<file path="src/rtl/sspq_pkg.sv">
// sspq_pkg: shared types and codes for the stable sorted priority queue
// holds the entry layout, operation and status codes, and the cell control struct
// no dependencies
package sspq_pkg;

  localparam int OCC_W = 5;

  typedef struct packed {
    logic [15:0] req_time;
    logic [7:0]  pickup;
    logic [7:0]  dropoff;
    logic [7:0]  item_type;
    logic [15:0] time_limit;
  } entry_t;

  typedef enum logic [1:0] {
    FUNC_INSERT = 2'd0,
    FUNC_INS_DUE = 2'd1,
    FUNC_DEQUEUE = 2'd2,
    FUNC_NOP = 2'd3
  } func_t;

  typedef enum logic [1:0] {
    ST_OK = 2'd0,
    ST_NOT_DUE = 2'd1,
    ST_FULL = 2'd2,
    ST_EMPTY = 2'd3
  } status_t;

  // broadcast to every cell of the chain
  typedef struct packed {
    logic   ins;
    logic   deq;
    entry_t ent;
  } cell_ctl_t;

endpackage

</file>
<file path="src/rtl/stable_sorted_priority_queue.sv">
// stable_sorted_priority_queue: top level, a chain of sspq_cell slots with a count
// and one registered result stage
// depends on sspq_pkg and sspq_cell
//
//  channel | handshake            | payload
//  in      | in_valid / in_stall  | in_func, in_req_time, in_now_time, in_pickup,
//          |                      | in_dropoff, in_item_type, in_time_limit
//  out     | out_valid / out_stall| out_out_valid, out_out_req_time, out_out_pickup,
//          |                      | out_out_dropoff, out_out_type, out_out_time_limit,
//          |                      | out_occupancy, out_status
//
// one transaction per cycle while in_stall is low: every cell compares its key with the new
// entry in the same cycle, so an insert or dequeue completes when it is accepted; the result
// appears in the output register in the cycle after acceptance.
// in_stall is high only while a result is held and out_stall is high.
// synchronous reset empties the queue by clearing the count; cell contents are
// not cleared and never read while outside the count.
module stable_sorted_priority_queue #(
  parameter int DEPTH = 16
) (
  input  logic        clk,
  input  logic        rst_n,
  input  logic        in_valid,
  output logic        in_stall,
  input  logic [1:0]  in_func,
  input  logic [15:0] in_req_time,
  input  logic [15:0] in_now_time,
  input  logic [7:0]  in_pickup,
  input  logic [7:0]  in_dropoff,
  input  logic [7:0]  in_item_type,
  input  logic [15:0] in_time_limit,
  output logic        out_valid,
  input  logic        out_stall,
  output logic        out_out_valid,
  output logic [15:0] out_out_req_time,
  output logic [7:0]  out_out_pickup,
  output logic [7:0]  out_out_dropoff,
  output logic [7:0]  out_out_type,
  output logic [15:0] out_out_time_limit,
  output logic [4:0]  out_occupancy,
  output logic [1:0]  out_status
);
  import sspq_pkg::*;

  localparam int CNT_W = $clog2(DEPTH + 1);

  logic [CNT_W-1:0] count_r, count_nxt;
  logic             ovalid_r;
  logic             res_vld_r, res_vld_nxt;
  entry_t           res_ent_r, res_ent_nxt;
  status_t          res_st_r, res_st_nxt;
  logic [CNT_W-1:0] res_cnt_r;

  logic      in_go;
  logic      full, empty;
  cell_ctl_t ctl;
  entry_t    new_ent;
  entry_t    cell_ent [DEPTH];
  logic      cell_gt  [DEPTH];
  logic      cell_occ [DEPTH];

  assign in_stall = ovalid_r && out_stall;
  assign in_go    = in_valid && !in_stall;
  assign full     = (count_r == CNT_W'(DEPTH));
  assign empty    = (count_r == '0);

  assign new_ent.req_time   = in_req_time;
  assign new_ent.pickup     = in_pickup;
  assign new_ent.dropoff    = in_dropoff;
  assign new_ent.item_type  = in_item_type;
  assign new_ent.time_limit = in_time_limit;

  always_comb begin
    ctl.ins     = 1'b0;
    ctl.deq     = 1'b0;
    ctl.ent     = new_ent;
    count_nxt   = count_r;
    res_vld_nxt = 1'b0;
    res_ent_nxt = '0;
    res_st_nxt  = ST_OK;
    unique case (func_t'(in_func))
      FUNC_INSERT: begin
        if (full) begin
          res_st_nxt = ST_FULL;
        end else begin
          ctl.ins = in_go;
        end
      end
      FUNC_INS_DUE: begin
        // due check wins over the full check
        if (in_req_time > in_now_time) begin
          res_st_nxt = ST_NOT_DUE;
        end else if (full) begin
          res_st_nxt = ST_FULL;
        end else begin
          ctl.ins = in_go;
        end
      end
      FUNC_DEQUEUE: begin
        if (empty) begin
          res_st_nxt = ST_EMPTY;
        end else begin
          ctl.deq     = in_go;
          res_vld_nxt = 1'b1;
          res_ent_nxt = cell_ent[0];
        end
      end
      FUNC_NOP: begin
        res_st_nxt = ST_OK;
      end
      default: begin
        res_st_nxt = ST_OK;
      end
    endcase
    if (ctl.ins) begin
      count_nxt = count_r + 1'b1;
    end else if (ctl.deq) begin
      count_nxt = count_r - 1'b1;
    end
  end

  genvar i;
  generate
    for (i = 0; i < DEPTH; i++) begin : g_cell
      assign cell_occ[i] = (count_r > CNT_W'(i));
      if (i == 0) begin : g_head
        sspq_cell u_cell (
          .clk       (clk),
          .ctl       (ctl),
          .occ       (cell_occ[i]),
          .left_occ  (1'b1),
          .left_gt   (1'b0),
          .left_ent  (new_ent),
          .right_ent (cell_ent[i+1]),
          .gt        (cell_gt[i]),
          .ent       (cell_ent[i])
        );
      end else if (i == DEPTH - 1) begin : g_tail
        sspq_cell u_cell (
          .clk       (clk),
          .ctl       (ctl),
          .occ       (cell_occ[i]),
          .left_occ  (cell_occ[i-1]),
          .left_gt   (cell_gt[i-1]),
          .left_ent  (cell_ent[i-1]),
          .right_ent (cell_ent[i]),
          .gt        (cell_gt[i]),
          .ent       (cell_ent[i])
        );
      end else begin : g_mid
        sspq_cell u_cell (
          .clk       (clk),
          .ctl       (ctl),
          .occ       (cell_occ[i]),
          .left_occ  (cell_occ[i-1]),
          .left_gt   (cell_gt[i-1]),
          .left_ent  (cell_ent[i-1]),
          .right_ent (cell_ent[i+1]),
          .gt        (cell_gt[i]),
          .ent       (cell_ent[i])
        );
      end
    end
  endgenerate

  always_ff @(posedge clk) begin
    if (!rst_n) begin
      count_r  <= '0;
      ovalid_r <= 1'b0;
    end else begin
      count_r <= count_nxt;
      if (in_go) begin
        ovalid_r <= 1'b1;
      end else if (!out_stall) begin
        ovalid_r <= 1'b0;
      end
    end
  end

  always_ff @(posedge clk) begin
    if (in_go) begin
      res_vld_r <= res_vld_nxt;
      res_ent_r <= res_ent_nxt;
      res_st_r  <= res_st_nxt;
      res_cnt_r <= count_nxt;
    end
  end

  logic [CNT_W+OCC_W-1:0] occ_ext;
  assign occ_ext = {{OCC_W{1'b0}}, res_cnt_r};

  assign out_valid          = ovalid_r;
  assign out_out_valid      = res_vld_r;
  assign out_out_req_time   = res_ent_r.req_time;
  assign out_out_pickup     = res_ent_r.pickup;
  assign out_out_dropoff    = res_ent_r.dropoff;
  assign out_out_type       = res_ent_r.item_type;
  assign out_out_time_limit = res_ent_r.time_limit;
  assign out_occupancy      = occ_ext[OCC_W-1:0];
  assign out_status         = res_st_r;

  a_count_bound: assert property (@(posedge clk) disable iff (!rst_n)
    count_r <= CNT_W'(DEPTH))
    else $error("entry count above depth");

  a_deq_count: assert property (@(posedge clk) disable iff (!rst_n)
    ctl.deq |=> count_r == $past(count_r) - 1'b1)
    else $error("dequeue did not lower the count");

  a_full_drop: assert property (@(posedge clk) disable iff (!rst_n)
    (in_go && full && func_t'(in_func) == FUNC_INSERT) |=>
      (out_status == ST_FULL && out_valid && !out_out_valid))
    else $error("insert on full queue not reported as dropped");

  a_head_sorted: assert property (@(posedge clk) disable iff (!rst_n)
    (count_r >= CNT_W'(2)) |-> (cell_ent[0].req_time <= cell_ent[1].req_time))
    else $error("head of queue out of order");

endmodule

</file>
<file path="src/rtl/sspq_cell.sv">
// sspq_cell: one slot of the sorted chain
// holds one entry; on insert it shifts right or takes the new entry, on dequeue shifts left
// depends on sspq_pkg
module sspq_cell (
  input  logic               clk,
  input  sspq_pkg::cell_ctl_t ctl,
  input  logic               occ,
  input  logic               left_occ,
  input  logic               left_gt,
  input  sspq_pkg::entry_t   left_ent,
  input  sspq_pkg::entry_t   right_ent,
  output logic               gt,
  output sspq_pkg::entry_t   ent
);
  import sspq_pkg::*;

  entry_t ent_r;
  entry_t ent_nxt;

  // held entry sorts after the new one; equal keys stay in front
  assign gt = occ && (ent_r.req_time > ctl.ent.req_time);

  always_comb begin
    ent_nxt = ent_r;
    if (ctl.ins) begin
      if (left_gt) begin
        ent_nxt = left_ent;
      end else if (gt || (!occ && left_occ)) begin
        ent_nxt = ctl.ent;
      end
    end else if (ctl.deq) begin
      ent_nxt = right_ent;
    end
  end

  always_ff @(posedge clk) begin
    ent_r <= ent_nxt;
  end

  assign ent = ent_r;

endmodule
</file>
<file path="config.mk">
export PLATFORM = sky130hd
export DESIGN_NAME = stable_sorted_priority_queue
export DESIGN_NICKNAME = d
export VERILOG_FILES = /design/src/rtl/sspq_pkg.sv /design/src/rtl/stable_sorted_priority_queue.sv /design/src/rtl/sspq_cell.sv
export SDC_FILE = /design/constraint.sdc
export NUM_CORES = 2
export LEC_CHECK = 0
export ABC_AREA = 1
export BUFFER_PORTS_ARGS = -buffer_cell sky130_fd_sc_hd__buf_2
export CORE_MARGIN = 1.5
export CORE_UTILIZATION = 60
export DETAILED_ROUTE_END_ITERATION = 6
export GPL_ROUTABILITY_DRIVEN = 0
export MAX_ROUTING_LAYER = met4
export PLACE_DENSITY = 0.75
export SYNTH_ARGS = -nofsm -noshare
export SYNTH_HDL_FRONTEND = slang
export SYNTH_SLANG_ARGS = --single-unit
</file>
<file path="constraint.sdc">
create_clock -name clk -period 8.7 [get_ports clk]
set_input_delay 1.305 -clock clk [delete_from_list [all_inputs] [get_ports clk]]
set_output_delay 1.305 -clock clk [all_outputs]
set_load 0.01 [all_outputs]
</file>
==> impl_results.md <==
* Post-layout instance area at 63,000 um^2
* Storage cell area at 28,900 um^2
* Total length of routed wires at 189,000 um
* Count of cells along the worst hold path at 2
* Synthesis-to-layout area growth at 7.75%
* Hold worst-path end: out_valid
* Status: finished, violations left
* Worst IR drop on VDD at 0.000160 V
* Post-CTS Resized at 0
* Vias in the first global route at 47,699
* Initial standard-cell utilization of the core at 60.5%
* Layout Nets at 7,848
* Total overflow reported by the global router at 0
* Failing checks: max-capacitance violations, max-slew violations
* Synth warnings at 0
* Post-route minimum period at 6.14 ns
* Worst clock skew at 0.0307 ns
* Sequential share of the synthesized area at 49.5%
* Fraction of final layout cells sized beyond drive strength 1 at 5.92%
* Clock latency at the later pin of the worst-skew pair at 0.73 ns
* Count of state elements after synthesis at 966
* Proportion of power drawn by flip-flops and latches at 47.6%
* Worst-path maximum fanout at 60
* Total routing usage reported by global routing at 38.9%
* Final period utilization at 70.6%
* Die boundary height at 315 um
* Comb power frac at 16.4%
* Worst hold slack after final layout at 0.490 ns
* Number of distinct library cell variants in the gate-level netlist after synthesis at 35
* Count of input and output buffers at 143
* Non-filler instance count after layout at 8,866
* Endpoint arrival time on the critical path at 6.48 ns
* Total negative slack for setup checks at 0 ns
* Count of H-tree levels built during CTS at 3
* Synth top cells by count: sky130_fd_sc_hd__nand2_1, sky130_fd_sc_hd__edfxtp_1, sky130_fd_sc_hd__nand3_1, sky130_fd_sc_hd__inv_1, sky130_fd_sc_hd__ha_1
* Register-to-register path setup slack at 2.56 ns
* Synthesized netlist cell count at 7,594
* Number of DRC violations after detailed routing at 0
* Kind of start point of the critical path: flop
* Post-synth EDFFs at 960
* R2R cell count at 12
* Placed Cells at 8,662
* Core Util, Final at 65.2%
* Type of element capturing the critical path: flop
* Clk pin slew, worst setup/hold paths at 0.06 ns
* Remaining antenna violation count at 0
* Number of vias per cell after detailed routing at 5.91
* Most common flop cell mapped by yosys: sky130_fd_sc_hd__edfxtp_1
* Origin of the critical flop-to-flop path: count_r[0]
* Top cells by area, synth: sky130_fd_sc_hd__edfxtp_1, sky130_fd_sc_hd__nand2_1, sky130_fd_sc_hd__nand3_1, sky130_fd_sc_hd__ha_1, sky130_fd_sc_hd__inv_1
* First-pass GRT wire length at 286,000 um
* Via count at 52,409
* Max-cap violations at 1
* Worst hold path startpoint: out_valid
* Critical Path RT at 9.04 ns
* Count of final hold-check violations at 0
* Ports at 144
* Number of design-rule violations left by the first detailed-router iteration at 8,648
* Slew Limit Headroom at -2.42%
* Root buffer selected by CTS: sky130_fd_sc_hd__clkbuf_16
* Post-detailed-placement cell area at 59,700 um^2
* Crit Path Category: reg -> reg
* Sw Ratio at 30.0%
* DPL Wire Length at 116,000 um
* Static power due to leakage at 30.4 nW
* Syn Std Cell Area at 58,400 um^2
* Clock network fraction of total power at 36.0%
* Net switching power of the design at 3.62 mW
* Share of the synthesized area in the top cell type at 49.3%
* Internal cell power at 8.45 mW
* Max Clock Freq at 163 MHz
* Net Count, Synth at 7,949
* Synthesized area per cell at 7.69 um^2
* Die extent in x at 315 um
* Slew at the pin closest to its max-slew limit at 1.53 ns
* Number of buffers created by CTS at 105
* Final Setup Violations at 0
* Wire length per cell after detailed routing at 21.4 um
* Initial antenna violation count at 11
* Share of flip-flops with an asynchronous set or reset at 0%
* Setup bufs post-CTS at 0
* Number of max-slew violations in the final report at 29
* Most frequent cell after synthesis: sky130_fd_sc_hd__nand2_1
* Area of the multi-input gates at 25,300 um^2
* PwrDens at 192 nW/um^2
* Std-Cell Core Area at 96,600 um^2
* Largest area contributor in the netlist: sky130_fd_sc_hd__edfxtp_1
* Die Outline Area at 99,300 um^2
* Number of iterations in the first detailed-routing pass at 7
* Fill cell total of the finished layout at 8,226
* Maximum buffer depth of the clock tree at 3
* Hold Path Class: reg -> reg
* Count of clock tree sinks at 966
* Unrepaired setup endpoints after global routing: false
* R2r endpoint: g_cell[6].g_mid.u_cell.ent[36]
* Maximum number of pins on one net before global-route repair at 249
* TritonCTS clock tree: yes
* Quantity of hold-fixing buffers added after cts at 0
* Row count at 114
==> layout make-up <==
type	count	area share (%)
sequential	966	46.0
multi-input combinational	5541	40.1
clock buffer	131	4.36
inverter	646	3.86
tap	1276	2.54
timing repair buffer	233	2.31
clock inverter	62	0.793
antenna	11	0.0437
==> critical path, cell delays in order, from the launching register on <==
cell and delay [ns]:
sky130_fd_sc_hd__dfxtp_1 0.47, sky130_fd_sc_hd__inv_1 0.15, sky130_fd_sc_hd__ha_1 0.29, sky130_fd_sc_hd__nand2_2 0.09, sky130_fd_sc_hd__buf_4 0.70, sky130_fd_sc_hd__nand2_2 0.86, sky130_fd_sc_hd__inv_1 0.55, sky130_fd_sc_hd__nand2_2 0.25
sky130_fd_sc_hd__inv_1 0.20, sky130_fd_sc_hd__nor2_2 0.06, sky130_fd_sc_hd__buf_4 0.25, sky130_fd_sc_hd__nor2_4 1.21, sky130_fd_sc_hd__buf_4 0.61
==> flip-flops by register name (all words and copies together), names as in the netlist, 8 cells and up <==
name / cells
g_cell.g_head.u_cell.ent: 56
g_cell.g_mid.u_cell.ent: 784
g_cell.g_tail.u_cell.ent: 56
out_out_dropoff: 8
out_out_pickup: 8
out_out_req_time: 16
out_out_time_limit: 16
out_out_type: 8
==> cells in the final DEF, fill, tap and decap left out, drive strengths merged <==
cell,instances
nand4,70
nor3,6
dfxtp,6
o21a,7
nand2,3864
a21boi,3
bufinv,4
diode,11
nand3b,2
xnor2,2
a21oi,126
a21o,11
clkinv,90
buf,233
clkinvlp,9
o31ai,1
or2,4
nor3b,4
edfxtp,960
clkbuf,131
nand3,831
o21bai,4
a31oi,5
nor2,172
inv,605
o21ai,148
ha,277
xor2,3
nor4,1
==> per-stage QoR <==
| stage | worst slack, ns | total power [mW] |
|---|---|---|
| after CTS | 2.81 | 12.0 |
| final | 2.56 | 12.1 |
| after global routing | 2.51 | 12.4 |
| after detailed placement | 2.22 | 7.73 |
| after floorplan | 0.574 | 7.06 |
| after global placement | 2.29 | 7.67 |
==> power groups by stage <==
stage / clock (mW) / sequential (mW) / combinational (mW)
finish: 4.35 / 5.75 / 1.97
global route: 4.52 / 5.78 / 2.15
CTS: 4.34 / 5.74 / 1.91
detailed placement: 0 / 5.84 / 1.90
global placement: 0 / 5.83 / 1.84
floorplan: 0 / 5.81 / 1.26
==> how the worst max path moves through the flow <==
stage / from / end / slack [ns] / cells past startpoint
6_report: count_r[0] / g_cell[6].g_mid.u_cell.ent[36] / 2.56 / 12
5_1_grt: count_r[0] / g_cell[6].g_mid.u_cell.ent[36] / 2.51 / 12
4_1_cts: count_r[0] / g_cell[6].g_mid.u_cell.ent[36] / 2.81 / 12
3_5_place_dp: in_req_time[15] / g_cell[12].g_mid.u_cell.ent[12] / 2.22 / 14
3_3_place_gp: in_req_time[0] / g_cell[9].g_mid.u_cell.ent[10] / 2.29 / 17
2_1_floorplan: out_stall / g_cell[15].g_tail.u_cell.ent[0] / 0.57 / 9
==> routing by layer <==
| metal | track usage [%] | vias up | part of all wire (%) |
|---|---|---|---|
| li1 | - | 24222 | - |
| met1 | 54.7 | 23775 | 39 |
| met2 | 55.1 | 3860 | 42 |
| met3 | 8.72 | 552 | 15 |
| met4 | 14.0 | 0 | 4.0 |
| met5 | - | - | 0 |
==> kinds of logic (layout without fill, tap and decap cells) <==
family                   count (synthesis)  count (layout)  share of synthesized area (%)
AO/OA/AOI/OAI                          305             305                           2.79
XOR/XNOR                                 5               5                         0.0750
adder cells (fa/ha/maj)                277             277                           5.93
buffers and inverters                 1087            1072                           7.66
flip-flops                             966             966                           49.5
other                                    0              11                              0
AND/OR/NAND/NOR                       4954            4954                           34.0
Note: power is estimated with default switching activity, not from simulation.
